### src/hw/rtl/rrp_pkg.sv
// Types and constants of the report retry protocol controller.
package rrp_pkg;

  localparam logic [3:0] EV_TIMEOUT  = 4'd0;
  localparam logic [3:0] EV_CHECKSUM = 4'd1;
  localparam logic [3:0] EV_FRAME    = 4'd2;
  localparam logic [3:0] EV_UNKNOWN  = 4'd3;
  localparam logic [3:0] EV_AT_RESP  = 4'd4;
  localparam logic [3:0] EV_MODEM    = 4'd5;
  localparam logic [3:0] EV_NODE_ID  = 4'd6;
  localparam logic [3:0] EV_IO       = 4'd7;
  localparam logic [3:0] EV_TX_STAT  = 4'd8;
  localparam logic [3:0] EV_RX_PKT   = 4'd9;

  localparam logic [3:0] ERR_NONE     = 4'd0;
  localparam logic [3:0] ERR_TIMEOUT  = 4'd1;
  localparam logic [3:0] ERR_CHECKSUM = 4'd2;
  localparam logic [3:0] ERR_FRAME    = 4'd3;
  localparam logic [3:0] ERR_UNKNOWN  = 4'd4;
  localparam logic [3:0] ERR_MODEM    = 4'd5;
  localparam logic [3:0] ERR_NODE     = 4'd6;
  localparam logic [3:0] ERR_IO       = 4'd7;
  localparam logic [3:0] ERR_COMMAND  = 4'd8;

  localparam logic [2:0] ACT_NONE    = 3'd0;
  localparam logic [2:0] ACT_ASSOC   = 3'd1;
  localparam logic [2:0] ACT_BATTERY = 3'd2;
  localparam logic [2:0] ACT_REPORT  = 3'd3;
  localparam logic [2:0] ACT_ACK     = 3'd4;
  localparam logic [2:0] ACT_ABANDON = 3'd5;

  localparam logic [7:0] CH_A = 8'h41;
  localparam logic [7:0] CH_C = 8'h43;
  localparam logic [7:0] CH_D = 8'h44;
  localparam logic [7:0] CH_E = 8'h45;
  localparam logic [7:0] CH_I = 8'h49;
  localparam logic [7:0] CH_N = 8'h4E;
  localparam logic [7:0] CH_S = 8'h53;
  localparam logic [7:0] CH_T = 8'h54;

  localparam logic REG_ASSOC_LIMIT = 1'b0;
  localparam logic REG_SEND_LIMIT  = 1'b1;

  localparam logic [5:0]  ASSOC_LIMIT_RST = 6'd40;
  localparam logic [3:0]  SEND_LIMIT_RST  = 4'd3;
  localparam logic [6:0]  RETRY_MAX       = 7'd127;
  localparam logic [10:0] WAIT_ASSOC      = 11'd300;
  localparam logic [10:0] WAIT_BATTERY    = 11'd200;
  localparam logic [10:0] WAIT_REPORT     = 11'd2000;

  typedef struct packed {
    logic        mode;
    logic [3:0]  event_kind;
    logic [7:0]  at_status;
    logic [7:0]  at_cmd_first;
    logic [7:0]  at_cmd_second;
    logic [7:0]  at_data_first;
    logic        adc_present;
    logic [9:0]  adc_value;
    logic [7:0]  delivery_status;
    logic [7:0]  rx_first_char;
    logic [31:0] count_snapshot;
  } in_t;

  typedef struct packed {
    logic [2:0]  action;
    logic [7:0]  report_letter;
    logic [31:0] report_word;
    logic [7:0]  report_checksum;
    logic [10:0] wait_ms;
    logic        battery_enable;
    logic        cycle_done;
    logic [31:0] count_consumed;
  } out_t;

endpackage

### src/hw/rtl/rrp_in_if.sv
// Input channel of the report retry protocol controller.
interface rrp_in_if;
  logic        valid;
  logic        ready;
  logic        mode;
  logic [3:0]  event_kind;
  logic [7:0]  at_status;
  logic [7:0]  at_cmd_first;
  logic [7:0]  at_cmd_second;
  logic [7:0]  at_data_first;
  logic        adc_present;
  logic [9:0]  adc_value;
  logic [7:0]  delivery_status;
  logic [7:0]  rx_first_char;
  logic [31:0] count_snapshot;

  modport source (
    output valid, mode, event_kind, at_status, at_cmd_first, at_cmd_second,
           at_data_first, adc_present, adc_value, delivery_status, rx_first_char,
           count_snapshot,
    input  ready
  );
  modport sink (
    input  valid, mode, event_kind, at_status, at_cmd_first, at_cmd_second,
           at_data_first, adc_present, adc_value, delivery_status, rx_first_char,
           count_snapshot,
    output ready
  );
endinterface

### src/hw/rtl/rrp_out_if.sv
// Result channel of the report retry protocol controller.
interface rrp_out_if;
  logic        valid;
  logic        ready;
  logic [2:0]  action;
  logic [7:0]  report_letter;
  logic [31:0] report_word;
  logic [7:0]  report_checksum;
  logic [10:0] wait_ms;
  logic        battery_enable;
  logic        cycle_done;
  logic [31:0] count_consumed;

  modport source (
    output valid, action, report_letter, report_word, report_checksum, wait_ms,
           battery_enable, cycle_done, count_consumed,
    input  ready
  );
  modport sink (
    input  valid, action, report_letter, report_word, report_checksum, wait_ms,
           battery_enable, cycle_done, count_consumed,
    output ready
  );
endinterface

### src/hw/rtl/report_retry_protocol_top.sv
// Top level of the report retry protocol controller.
// Each input beat is captured in an input register and processed from there when the result
// register is free or being emptied; the result is then held in a result register. One beat
// is taken every cycle while the result channel does not stall. The state update, the report
// word add and its byte checksum form the single combinational path between the registers.
// A start beat opens a report cycle, event beats drive the association, battery and report
// stages, and every accepted beat yields exactly one result beat.
module report_retry_protocol_top
  import rrp_pkg::*;
(
  input  logic       clk_i,
  input  logic       rst_ni,
  input  logic       cfg_we_i,
  input  logic       cfg_idx_i,
  input  logic [5:0] cfg_data_i,
  rrp_in_if.sink     in_i,
  rrp_out_if.source  out_o
);

  typedef enum logic [1:0] {
    ST_ASSOC = 2'd0,
    ST_BATT  = 2'd1,
    ST_XMIT  = 2'd2
  } stage_e;

  logic        in_vld_q;
  in_t         in_q;
  logic        out_vld_q;
  out_t        out_q, out_d;
  logic        proc;

  logic [5:0]  assoc_lim_q;
  logic [3:0]  send_lim_q;
  stage_e      stage_q, stage_d;
  logic [6:0]  retry_q, retry_d;
  logic        retry_en_q, retry_en_d;
  logic        assoc_q, assoc_d;
  logic        batt_ok_q, batt_ok_d;
  logic        ack_q, ack_d;
  logic        nak_q, nak_d;
  logic [7:0]  dlv_q, dlv_d;
  logic [3:0]  err_q, err_d;
  logic [9:0]  volt_q, volt_d;
  logic [31:0] held_q, held_d;
  logic        active_q, active_d;
  logic        bat_sw_q, bat_sw_d;
  logic [10:0] wait_q, wait_d;

  assign proc       = in_vld_q && (!out_vld_q || out_o.ready);
  assign in_i.ready = !in_vld_q || proc;

  always_comb begin
    logic        run;
    logic        done;
    logic [2:0]  act;
    logic [6:0]  param;
    logic [7:0]  letter;
    logic [31:0] word;
    logic [7:0]  sum8;

    stage_d    = stage_q;
    retry_d    = retry_q;
    retry_en_d = retry_en_q;
    assoc_d    = assoc_q;
    batt_ok_d  = batt_ok_q;
    ack_d      = ack_q;
    nak_d      = nak_q;
    dlv_d      = dlv_q;
    err_d      = err_q;
    volt_d     = volt_q;
    held_d     = held_q;
    active_d   = active_q;
    bat_sw_d   = bat_sw_q;
    wait_d     = wait_q;
    out_d      = '0;
    run        = 1'b0;
    done       = 1'b0;
    act        = ACT_NONE;
    param      = '0;
    letter     = CH_C;
    word       = '0;
    sum8       = '0;

    if (proc) begin
      if (!in_q.mode) begin
        stage_d    = ST_ASSOC;
        retry_d    = '0;
        retry_en_d = 1'b1;
        assoc_d    = 1'b0;
        batt_ok_d  = 1'b0;
        ack_d      = 1'b0;
        nak_d      = 1'b0;
        dlv_d      = '0;
        err_d      = ERR_UNKNOWN;
        volt_d     = '0;
        wait_d     = '0;
        held_d     = in_q.count_snapshot;
        active_d   = 1'b1;
        run        = 1'b1;
      end else if (active_q) begin
        run   = 1'b1;
        err_d = ERR_NONE;
        case (in_q.event_kind)
          EV_TIMEOUT:  err_d = ERR_TIMEOUT;
          EV_CHECKSUM: err_d = ERR_CHECKSUM;
          EV_FRAME:    err_d = ERR_FRAME;
          EV_UNKNOWN:  err_d = ERR_UNKNOWN;
          EV_AT_RESP: begin
            if (in_q.at_status != 8'd0) begin
              err_d = ERR_FRAME;
            end else begin
              if (in_q.at_cmd_first == CH_A && in_q.at_cmd_second == CH_I) begin
                if (stage_q != ST_ASSOC) retry_en_d = 1'b0;
                assoc_d = (in_q.at_data_first == 8'd0);
              end
              if (in_q.at_cmd_first == CH_I && in_q.at_cmd_second == CH_S) begin
                if (stage_q != ST_BATT) retry_en_d = 1'b0;
                batt_ok_d = 1'b1;
                if (in_q.adc_present) volt_d = in_q.adc_value;
              end
            end
          end
          EV_MODEM: begin
            err_d      = ERR_MODEM;
            retry_en_d = 1'b0;
          end
          EV_NODE_ID: begin
            err_d      = ERR_NODE;
            retry_en_d = 1'b0;
          end
          EV_IO: begin
            err_d      = ERR_IO;
            retry_en_d = 1'b0;
          end
          EV_TX_STAT: begin
            dlv_d      = in_q.delivery_status;
            retry_en_d = 1'b0;
          end
          EV_RX_PKT: begin
            if (stage_q == ST_XMIT) begin
              if (in_q.rx_first_char == CH_N) nak_d = 1'b1;
              else if (in_q.rx_first_char == CH_A) ack_d = 1'b1;
              else err_d = ERR_COMMAND;
            end else begin
              retry_en_d = 1'b0;
            end
            if (in_q.rx_first_char == CH_D) begin
              err_d      = ERR_NONE;
              retry_en_d = 1'b0;
            end
          end
          default: ;
        endcase
      end
    end

    if (run) begin
      if (stage_d == ST_ASSOC) begin
        if (assoc_d || retry_d > {1'b0, assoc_lim_q}) begin
          retry_d = '0;
          stage_d = ST_BATT;
        end else begin
          wait_d = WAIT_ASSOC;
          if (retry_en_d) begin
            act = ACT_ASSOC;
            if (retry_d < RETRY_MAX) retry_d = retry_d + 7'd1;
          end
        end
        retry_en_d = 1'b1;
      end
      if (stage_d == ST_BATT) begin
        if (batt_ok_d || retry_d > {3'b0, send_lim_q}) begin
          bat_sw_d = 1'b0;
          retry_d  = '0;
          err_d    = ERR_NONE;
          nak_d    = 1'b0;
          ack_d    = 1'b0;
          stage_d  = ST_XMIT;
        end else begin
          wait_d = WAIT_BATTERY;
          if (retry_en_d) begin
            bat_sw_d = 1'b1;
            act      = ACT_BATTERY;
            if (retry_d < RETRY_MAX) retry_d = retry_d + 7'd1;
          end
        end
        retry_en_d = 1'b1;
      end
      if (stage_d == ST_XMIT) begin
        if (ack_d) begin
          act                  = ACT_ACK;
          out_d.count_consumed = held_d;
          retry_d              = '0;
          done                 = 1'b1;
        end else if (retry_d > {3'b0, send_lim_q}) begin
          act     = ACT_ABANDON;
          retry_d = '0;
          done    = 1'b1;
        end else begin
          wait_d = WAIT_REPORT;
          if (retry_en_d) begin
            param = retry_d;
            if (err_d == ERR_TIMEOUT) begin
              letter = CH_T;
            end else if (err_d != ERR_NONE) begin
              param  = {3'b0, err_d};
              letter = CH_E;
            end
            if (nak_d) letter = CH_N;
            if (dlv_d != 8'd0) begin
              param  = 7'd1;
              letter = CH_S;
            end
            word = held_d + {6'd0, volt_d, 16'd0} + {param[5:0], 26'd0};
            sum8 = word[7:0] + word[15:8] + word[23:16] + word[31:24];
            out_d.report_letter   = letter;
            out_d.report_word     = word;
            out_d.report_checksum = 8'd0 - sum8;
            act = ACT_REPORT;
            if (retry_d < RETRY_MAX) retry_d = retry_d + 7'd1;
          end
          retry_en_d = 1'b1;
          nak_d      = 1'b0;
        end
      end
      out_d.action     = act;
      out_d.wait_ms    = done ? 11'd0 : wait_d;
      out_d.cycle_done = done;
      if (done) active_d = 1'b0;
    end
    out_d.battery_enable = bat_sw_d;
  end

  always_ff @(posedge clk_i or negedge rst_ni) begin
    if (!rst_ni) begin
      in_vld_q    <= 1'b0;
      out_vld_q   <= 1'b0;
      out_q       <= '0;
      assoc_lim_q <= ASSOC_LIMIT_RST;
      send_lim_q  <= SEND_LIMIT_RST;
      stage_q     <= ST_ASSOC;
      retry_q     <= '0;
      retry_en_q  <= 1'b1;
      assoc_q     <= 1'b0;
      batt_ok_q   <= 1'b0;
      ack_q       <= 1'b0;
      nak_q       <= 1'b0;
      dlv_q       <= '0;
      err_q       <= ERR_UNKNOWN;
      volt_q      <= '0;
      held_q      <= '0;
      active_q    <= 1'b0;
      bat_sw_q    <= 1'b0;
      wait_q      <= '0;
    end else begin
      if (in_i.ready) in_vld_q <= in_i.valid;
      if (proc) out_vld_q <= 1'b1;
      else if (out_o.ready) out_vld_q <= 1'b0;
      if (proc) out_q <= out_d;
      if (cfg_we_i) begin
        unique case (cfg_idx_i)
          REG_ASSOC_LIMIT: assoc_lim_q <= cfg_data_i;
          REG_SEND_LIMIT:  send_lim_q  <= cfg_data_i[3:0];
          default: ;
        endcase
      end
      stage_q    <= stage_d;
      retry_q    <= retry_d;
      retry_en_q <= retry_en_d;
      assoc_q    <= assoc_d;
      batt_ok_q  <= batt_ok_d;
      ack_q      <= ack_d;
      nak_q      <= nak_d;
      dlv_q      <= dlv_d;
      err_q      <= err_d;
      volt_q     <= volt_d;
      held_q     <= held_d;
      active_q   <= active_d;
      bat_sw_q   <= bat_sw_d;
      wait_q     <= wait_d;
    end
  end

  always_ff @(posedge clk_i) begin
    if (in_i.ready && in_i.valid) begin
      in_q.mode            <= in_i.mode;
      in_q.event_kind      <= in_i.event_kind;
      in_q.at_status       <= in_i.at_status;
      in_q.at_cmd_first    <= in_i.at_cmd_first;
      in_q.at_cmd_second   <= in_i.at_cmd_second;
      in_q.at_data_first   <= in_i.at_data_first;
      in_q.adc_present     <= in_i.adc_present;
      in_q.adc_value       <= in_i.adc_value;
      in_q.delivery_status <= in_i.delivery_status;
      in_q.rx_first_char   <= in_i.rx_first_char;
      in_q.count_snapshot  <= in_i.count_snapshot;
    end
  end

  assign out_o.valid           = out_vld_q;
  assign out_o.action          = out_q.action;
  assign out_o.report_letter   = out_q.report_letter;
  assign out_o.report_word     = out_q.report_word;
  assign out_o.report_checksum = out_q.report_checksum;
  assign out_o.wait_ms         = out_q.wait_ms;
  assign out_o.battery_enable  = out_q.battery_enable;
  assign out_o.cycle_done      = out_q.cycle_done;
  assign out_o.count_consumed  = out_q.count_consumed;

endmodule

### src/flat_wrapper.sv
// flat-port wrapper written by rule: the top's interface ports become plain ports
module report_retry_protocol_top_flat import rrp_pkg::*;
  (clk_i, rst_ni, cfg_we_i, cfg_idx_i, cfg_data_i, in_i_valid, in_i_mode, in_i_event_kind, in_i_at_status, in_i_at_cmd_first, in_i_at_cmd_second, in_i_at_data_first, in_i_adc_present, in_i_adc_value, in_i_delivery_status, in_i_rx_first_char, in_i_count_snapshot, in_i_ready, out_o_valid, out_o_action, out_o_report_letter, out_o_report_word, out_o_report_checksum, out_o_wait_ms, out_o_battery_enable, out_o_cycle_done, out_o_count_consumed, out_o_ready);
  rrp_in_if in_i_i ();
  rrp_out_if out_o_i ();
  input  logic clk_i;
  input  logic rst_ni;
  input  logic cfg_we_i;
  input  logic cfg_idx_i;
  input  logic [5:0] cfg_data_i;
  input wire logic [$bits(in_i_i.valid)-1:0] in_i_valid;
  input wire logic [$bits(in_i_i.mode)-1:0] in_i_mode;
  input wire logic [$bits(in_i_i.event_kind)-1:0] in_i_event_kind;
  input wire logic [$bits(in_i_i.at_status)-1:0] in_i_at_status;
  input wire logic [$bits(in_i_i.at_cmd_first)-1:0] in_i_at_cmd_first;
  input wire logic [$bits(in_i_i.at_cmd_second)-1:0] in_i_at_cmd_second;
  input wire logic [$bits(in_i_i.at_data_first)-1:0] in_i_at_data_first;
  input wire logic [$bits(in_i_i.adc_present)-1:0] in_i_adc_present;
  input wire logic [$bits(in_i_i.adc_value)-1:0] in_i_adc_value;
  input wire logic [$bits(in_i_i.delivery_status)-1:0] in_i_delivery_status;
  input wire logic [$bits(in_i_i.rx_first_char)-1:0] in_i_rx_first_char;
  input wire logic [$bits(in_i_i.count_snapshot)-1:0] in_i_count_snapshot;
  output wire logic [$bits(in_i_i.ready)-1:0] in_i_ready;
  output wire logic [$bits(out_o_i.valid)-1:0] out_o_valid;
  output wire logic [$bits(out_o_i.action)-1:0] out_o_action;
  output wire logic [$bits(out_o_i.report_letter)-1:0] out_o_report_letter;
  output wire logic [$bits(out_o_i.report_word)-1:0] out_o_report_word;
  output wire logic [$bits(out_o_i.report_checksum)-1:0] out_o_report_checksum;
  output wire logic [$bits(out_o_i.wait_ms)-1:0] out_o_wait_ms;
  output wire logic [$bits(out_o_i.battery_enable)-1:0] out_o_battery_enable;
  output wire logic [$bits(out_o_i.cycle_done)-1:0] out_o_cycle_done;
  output wire logic [$bits(out_o_i.count_consumed)-1:0] out_o_count_consumed;
  input wire logic [$bits(out_o_i.ready)-1:0] out_o_ready;
  assign in_i_i.valid = in_i_valid;
  assign in_i_i.mode = in_i_mode;
  assign in_i_i.event_kind = in_i_event_kind;
  assign in_i_i.at_status = in_i_at_status;
  assign in_i_i.at_cmd_first = in_i_at_cmd_first;
  assign in_i_i.at_cmd_second = in_i_at_cmd_second;
  assign in_i_i.at_data_first = in_i_at_data_first;
  assign in_i_i.adc_present = in_i_adc_present;
  assign in_i_i.adc_value = in_i_adc_value;
  assign in_i_i.delivery_status = in_i_delivery_status;
  assign in_i_i.rx_first_char = in_i_rx_first_char;
  assign in_i_i.count_snapshot = in_i_count_snapshot;
  assign in_i_ready = in_i_i.ready;
  assign out_o_valid = out_o_i.valid;
  assign out_o_action = out_o_i.action;
  assign out_o_report_letter = out_o_i.report_letter;
  assign out_o_report_word = out_o_i.report_word;
  assign out_o_report_checksum = out_o_i.report_checksum;
  assign out_o_wait_ms = out_o_i.wait_ms;
  assign out_o_battery_enable = out_o_i.battery_enable;
  assign out_o_cycle_done = out_o_i.cycle_done;
  assign out_o_count_consumed = out_o_i.count_consumed;
  assign out_o_i.ready = out_o_ready;
  report_retry_protocol_top u_core (.clk_i(clk_i), .rst_ni(rst_ni), .cfg_we_i(cfg_we_i), .cfg_idx_i(cfg_idx_i), .cfg_data_i(cfg_data_i), .in_i(in_i_i), .out_o(out_o_i));
endmodule
### config.mk
export PLATFORM = sky130hd
export DESIGN_NAME = report_retry_protocol_top_flat
export DESIGN_NICKNAME = d
export VERILOG_FILES = /design/src/hw/rtl/rrp_pkg.sv /design/src/hw/rtl/rrp_in_if.sv /design/src/hw/rtl/rrp_out_if.sv /design/src/hw/rtl/report_retry_protocol_top.sv /design/src/flat_wrapper.sv
export SDC_FILE = /design/constraint.sdc
export NUM_CORES = 1
export LEC_CHECK = 0
export ABC_AREA = 1
export BUFFER_PORTS_ARGS = -buffer_cell sky130_fd_sc_hd__buf_2
export CORE_MARGIN = 2
export CORE_UTILIZATION = 57
export CTS_CLUSTER_DIAMETER = 50
export CTS_CLUSTER_SIZE = 30
export DETAILED_ROUTE_END_ITERATION = 10
export PLACE_DENSITY = 0.87
export SLEW_MARGIN = 0
export SYNTH_ARGS = -nofsm -noshare
export SYNTH_HDL_FRONTEND = slang
export SYNTH_SLANG_ARGS = --single-unit
### constraint.sdc
create_clock -name clk_i -period 8.8 [get_ports clk_i]
set_input_delay 0.44 -clock clk_i [delete_from_list [all_inputs] [get_ports clk_i]]
set_output_delay 0.44 -clock clk_i [all_outputs]
set_load 0.005 [all_outputs]
==> results of run 1 <==
layout make-up:
cell class	count	area [um^2]	area share
Sequential cell	283	7570	0.477
Multi-Input combinational cell	867	5120	0.323
Timing Repair Buffer	213	1100	0.0696
Clock buffer	33	805	0.0507
Inverter	168	637	0.0402
Tap cell	319	399	0.0252
Clock inverter	23	228	0.0144
synthesized netlist by cell type, types with 3 or more instances:
master | count | area [um^2]
a211oi_1 | 11 | 82.6
a21oi_1 | 55 | 275
a22o_1 | 15 | 131
a22oi_1 | 3 | 22.5
buf_2 | 6 | 30.0
buf_6 | 5 | 56.3
clkbuf_1 | 32 | 120
dfrtp_1 | 181 | 4530
dfstp_2 | 6 | 158
edfxtp_1 | 96 | 2880
fa_1 | 15 | 300
ha_1 | 44 | 551
inv_1 | 142 | 533
inv_2 | 22 | 82.6
nand2_1 | 291 | 1090
nand2_2 | 12 | 75.1
nand3_1 | 63 | 315
nand3_2 | 8 | 80.1
nand4_1 | 9 | 56.3
nor2_1 | 99 | 372
nor2_2 | 6 | 37.5
nor2_4 | 8 | 90.1
nor3_1 | 14 | 70.1
nor4_1 | 3 | 18.8
o21ai_0 | 70 | 350
o21ai_1 | 11 | 55.1
o21ai_2 | 29 | 254
o21bai_1 | 6 | 45.0
o22ai_1 | 3 | 18.8
o41ai_1 | 21 | 184
or2_2 | 22 | 138
xnor2_1 | 9 | 78.8
xor2_1 | 14 | 123
metal layers:
| metal | share of wire | vias to the layer above | wire length, um |
|---|---|---|---|
| li1 | - | 4935 | - |
| met1 | 0.41 | 5032 | 13900 |
| met2 | 0.48 | 533 | 16300 |
| met3 | 0.087 | 75 | 2990 |
| met4 | 0.030 | 4 | 1010 |
| met5 | 0.00070 | - | 24 |
layout by cell type, fill, tap and decap left out, types with 4 or more instances in the layout:
cell	count
nand3_1	63
buf_4	8
nor2_1	98
ha_1	44
o21bai_1	6
nand2_2	12
clkbuf_16	32
edfxtp_1	96
nand3_2	8
xnor2_1	9
nor3_1	14
o21ai_1	11
o21ai_0	70
a22o_1	15
clkinv_1	6
nand4_1	9
nor2_2	5
inv_1	141
nand2_1	290
inv_6	7
a211oi_1	11
dfrtp_1	180
o41ai_1	21
or2_2	22
dfstp_2	6
nor2_4	10
fa_1	15
a21oi_1	53
clkinv_4	4
buf_2	202
xor2_1	14
inv_2	22
o21ai_2	29
logic make-up after synthesis:
kind of cell / after synthesis
simple gates: 546
flops: 283
compound gates: 237
buf+inv: 213
fa+ha+maj: 59
xor+xnor: 23
other cells: 1
worst max path at each step:
stage                                                             end  slack, ps  cells past startpoint
final                     u_core.out_o.report_checksum[7]$_DFFE_PN0N_        710                     50
after global routing      u_core.out_o.report_checksum[7]$_DFFE_PN0N_      -0.02                     53
after CTS                 u_core.out_o.report_checksum[7]$_DFFE_PN0N_        590                     49
after detailed placement  u_core.out_o.report_checksum[7]$_DFFE_PN0N_        500                     43
after global placement    u_core.out_o.report_checksum[7]$_DFFE_PN0N_        790                     44
after floorplan           u_core.out_o.report_checksum[7]$_DFFE_PN0N_        770                     53
sequential cells by signal, summed over array words and instances (netlist names), 2 cells and up:
name and count:
u_core.dlv_q 8, u_core.stage_q 2, u_core.send_lim_q 4, u_core.volt_q 10, u_core.wait_q 11, u_core.assoc_lim_q 6, u_core.held_q 32, u_core.retry_q 7
u_core.out_o.report_letter 6, u_core.out_o.count_consumed 32, u_core.out_o.report_checksum 8, u_core.err_q 4, u_core.out_o.report_word 32, u_core.in_q 96, u_core.out_o.wait_ms 11, u_core.out_o.action 3
report_power, final:
| group | internal (mW) | total [mW] | switching [mW] |
|---|---|---|---|
| Combinational | 1.14 | 3.10 | 1.96 |
| Sequential | 1.59 | 1.71 | 0.117 |
| Clock | 0.736 | 1.29 | 0.551 |
what timing repair did:
| action | 4_1_cts | 5_1_grt |
|---|---|---|
| endpoints found under the hold margin | 51 | 0 |
| gates resized for setup | 0 | 6 |
| hold buffers | 1 | 0 |
| setup endpoints to repair | 0 | 1 |
==> flow_summary.toml, run 1 <==
[routing]
vias = 10600
drt_wl_total_um = 34300
first_iter_violations = 1025
remaining_drc_errors = 0
final_antenna_net_count = 0
viasPerCell = 5.55
dr.pass1.iters = 5
wl_per_cell_um = 18.0

[layout]
fill_cells = 1759
nets = 1730
final_util = 0.680
antenna_cells = 0
fin_cells = 1906
area_growth_pct = 17.6
final_area_mm2 = 0.0159
drive_gt1_frac = 0.249

[worst_setup_path]
crit_path_frequent_cell = "nand2_1"
slowest_delay_ps = 530
reg2reg_to = "u_core.out_o.report_checksum[7]$_DFFE_PN0N_"
path_buf_inv = 6
rr_worst_depth = 50
required_ps = 9230
r2r_slack_ps = 710
worstPathMaxFanout = 8
cp_top_family = "adder cells"
path_class = "flip-flop to flip-flop"
critPathSlowestCell = "fa_1"
cp-startpoint = "u_core.out_o.valid$_DFFE_PN0P_"
worstPathArrival_ps = 8520
startpoint_type = "flip-flop"
rr_startpoint = "u_core.out_o.valid$_DFFE_PN0P_"
cp-end-kind = "flip-flop"

[floorplanning]
io_pins = 206
die_area_mm2 = 0.0249
die_w_um = 158
std_cell_rows = 56
die_y_um = 158
core-area_mm2 = 0.0233
initial_core_util = 0.578

[grt]
grt_pass1_wl_um = 53800
met3_usage = 0.0567
grt_max_degree = 83
overflow = 0
top_usage_layer = "met2"
antenna_found_initial = 2
grt_usage = 0.277
met2_usage = 0.465
met1_usage = 0.364
grt_pass1_vias = 10400

[sta]
layout_setup_ws_ps = 709
finalMaxSlewViolations = 0
fin_skew_ps = 17.4
tightest_slew_ps = 1260
whs_ps = 59.9
finalHoldViolCount = 0
setup_viol = 0
max_slew_margin = 0.159
timing.final.crit_share = 0.919
tns_ps = 0
layout_min_cycle_time_ps = 8090
max_freq_mhz = 124

[power_and_ir_drop]
p_leak_nw = 7.81
power_density_mw_per_mm2 = 384
vdd_drop_max_uv = 471
fin_total_pwr_mw = 6.09

[clock_network]
cts.clk_slew.worst_paths_ps = 70
clk_latency_ps = 550
htreeDepth = 1
cts_buffers = 30
cts_buffer_depth = 3
postCtsSetupRepairBufs = 0
cts.sinks = 283
cts_tree = "done"
root_buffer = "clkbuf_16"

[outcome]
status = "finished, final reports clean"

[place]
place_area_mm2 = 0.0148
gp_congestion = 0.965
dp_slack_ps = 501
dp.cells = 1849
dpl.hpwl_um = 24100
io_buffers = 203

[synthesis]
yosysUniqueCellTypes = 55
yosys_warnings = 0
synth_area_per_cell_um2 = 9.91
synth-edff-count = 96
yosysSeqAreaShare = 0.561
synth-simple-area-share = 0.183
synthesis.area_mm2 = 0.0135
synth_top_family_by_area = "simple AND/OR/NAND/NOR gates"
synthFlopType = "dfrtp_1"
synth_seq_cells = 283
async_flop_share = 0.661
synth_compound_area_frac = 0.114
synth_xor_area_frac = 0.0149
synthAdderAreaFrac = 0.0631
synthCells = 1362
synth.area.mux_share = 0

[hold_path]
hp-start = "in_i_count_snapshot[21]"
min_path_type = "input pin to flip-flop"
hold-path-cell-count = 1
worstHoldEndpoint = "u_core.in_q[21]$_DFFE_PP_"

[run]
max-cap-violations = 0
(Power assumes the default switching activity.)
==> run 2: changes to the inputs <==
Settings changed: ABC_AREA 1 to unset.
==> run 2 against run 1 <==
  * Die area decreased by 3.3%
  * Via count decreased by 7.4%
  * Register-to-register slack worse by 250 ps
  * Sequential share of layout area grew 1.2 points
  * Critical path depth is 13 lower
  * Synthesized cell count shrank 17%
  * Global-route usage about the same
  * Flip-flop and latch count unchanged
  * Clock-buffer cell count did not move
  * Critical path type unchanged
  * Highest routed layer is now met4
==> flow_summary.toml, run 2 <==
[floorplanning]
die_y_um = 155
io_pins = 206
std_cell_rows = 55
initial_core_util = 0.577
core-area_mm2 = 0.0226
die_area_mm2 = 0.0241
die_w_um = 155

[sta]
tightest_slew_ps = 1150
finalMaxSlewViolations = 0
max_freq_mhz = 120
setup_viol = 0
fin_skew_ps = 33.9
timing.final.crit_share = 0.948
layout_min_cycle_time_ps = 8340
max_slew_margin = 0.232
finalHoldViolCount = 0

[synthesis]
synthesis.area_mm2 = 0.0130
synthTopCellsByCount = "181 x dfrtp_1, 181 x nand2_1, 96 x edfxtp_1"
synthCells = 1129
yosys_warnings = 0
synthFlopType = "dfrtp_1"
yosysUniqueCellTypes = 92
yosysSeqAreaShare = 0.581
synth-edff-count = 96
yosysTopAreaCellShare = 0.348
async_flop_share = 0.661
synth_seq_cells = 283
synth_area_per_cell_um2 = 11.5
yosys-top-cells-area = "dfrtp_1 35%, edfxtp_1 22%, nand2_1 5.2%"
yosys.area.top_type = "dfrtp_1"

[layout]
final_common_cell = "buf_2"
antenna_cells = 0
seqCellArea_mm2 = 0.00757
largest_reg_flops = 96
final_util = 0.686
nets = 1513
layout_common_cells = "202 x buf_2, 180 x nand2_1, 180 x dfrtp_1, 96 x edfxtp_1, 66 x inv_1"
fin_cells = 1653
final_area_mm2 = 0.0155
fill_cells = 1616
area_growth_pct = 18.9
multi_input_comb_area_mm2 = 0.00510
drive_gt1_frac = 0.245
top_register = "u_core.in_q"

[routing]
drt_wl_total_um = 33600
final_antenna_net_count = 0
wl_per_cell_um = 20.3
remaining_drc_errors = 0
viasPerCell = 5.93
first_iter_violations = 973
vias = 9800
dr.pass1.iters = 5

[worst_setup_path]
required_ps = 9280
startpoint_type = "flip-flop"
crit_path_frequent_cell = "xnor2_1"
critPathSlowestCell = "or4_1"
rr_startpoint = "u_core.in_q[91]$_DFFE_PP_"
cp-startpoint = "u_core.in_q[91]$_DFFE_PP_"
r2r_slack_ps = 460
worstPathMaxFanout = 11
path_class = "flip-flop to flip-flop"
slowest_delay_ps = 570
cp-end-kind = "flip-flop"
worstPathArrival_ps = 8820

[outcome]
status = "finished, final reports clean"

[clock_network]
cts.sinks = 283
htreeDepth = 1
cts_tree = "done"
clk_latency_ps = 570
cts.clk_slew.worst_paths_ps = 80
cts_buffer_depth = 3
root_buffer = "clkbuf_16"
cts_buffers = 28

[power_and_ir_drop]
fin_total_pwr_mw = 5.71
power_density_mw_per_mm2 = 368
p_leak_nw = 7.50
vdd_drop_max_uv = 361

[place]
gp_congestion = 0.954
io_buffers = 203
dpl.hpwl_um = 23700
place_area_mm2 = 0.0144
dp.cells = 1594

[grt]
grt_max_degree = 100
antenna_found_initial = 0
overflow = 0
grt_usage = 0.277
grt_pass1_vias = 9704
grt_pass1_wl_um = 52300

[hold_path]
min_path_type = "input pin to flip-flop"
hp-start = "in_i_count_snapshot[12]"

[run]
max-cap-violations = 0
run 2: power breakdown:
part / total, mW / switching, mW / leakage (nW) / internal [mW]
sequential: 1.74 / 0.146 / 3.37 / 1.59
combinational: 2.73 / 1.61 / 3.65 / 1.12
clock: 1.24 / 0.580 / 0.478 / 0.658
total: 5.71 / 2.33 / 7.50 / 3.37
run 2: worst max-delay path: cells and delay by family (launching register included):
kind                       cells  cell delay (ps)
buffers and inverters          5              480
and+or+nand+nor                8             2060
xor gates and xnor gates       9             1370
AOI/OAI and AO/OA             10             2130
DFF                            1              520
adders and majority gates      5             1680
run 2: cells by family after synthesis:
family / count (synthesis) / share of synthesized area
mux: 41 / 0.0320
xor+xnor: 33 / 0.0228
fa+ha+maj: 60 / 0.0661
simple gates: 358 / 0.133
flops: 283 / 0.581
other cells: 1 / 0.000288
compound gates: 243 / 0.130
buf+inv: 110 / 0.0343
run 2: routing by layer:
layer  vias up  share of wire  global-route usage
li1       4431              -                   -
met1      4848           0.40               0.367
met2       410           0.48               0.459
met3       111          0.066              0.0404
met4         0          0.051               0.127
met5         -              0                   0
run 2: cell type report:
cell class,instances,area share
inverter,67,0.0162
tap,285,0.0230
clock inverter,19,0.0145
clock buffer,33,0.0492
timing repair buffer,229,0.0789
sequential,283,0.489
multi-input combinational,737,0.329
run 2: stage by stage:
stage / setup slack, ps / hold WS, ps / setup TNS [ps]
after detailed placement: -40.6 / 452 / -40.6
after global placement: 194 / 452 / 0
final: 458 / 40.9 / 0
after floorplan: 19.8 / 144 / 0
after CTS: 31.8 / 24.2 / 0
after global routing: -29.0 / 21.3 / -29.0
run 2: timing repair:
item | CTS | global route
hold buffers | 1 | 0
setup endpoints to repair | 1 | 1
pin swaps | 1 | 2
resized for setup | 0 | 14
buffers inserted | 0 | 6
hold endpoints to repair | 71 | 0
run 2: path summary, 6_finish.rpt:
path                            cells past startpoint                                          end
worst max-delay path                               37  u_core.out_o.report_checksum[7]$_DFFE_PN0N_
worst min-delay path                                1                    u_core.in_q[12]$_DFFE_PP_
worst max register to register                     37  u_core.out_o.report_checksum[7]$_DFFE_PN0N_
worst min register to register                      2           u_core.out_o.action[1]$_DFFE_PN0N_
max in group asynchronous                           3                  u_core.retry_q[6]$_DFF_PN0_
min in group asynchronous                           2            u_core.assoc_lim_q[4]$_DFFE_PN0P_
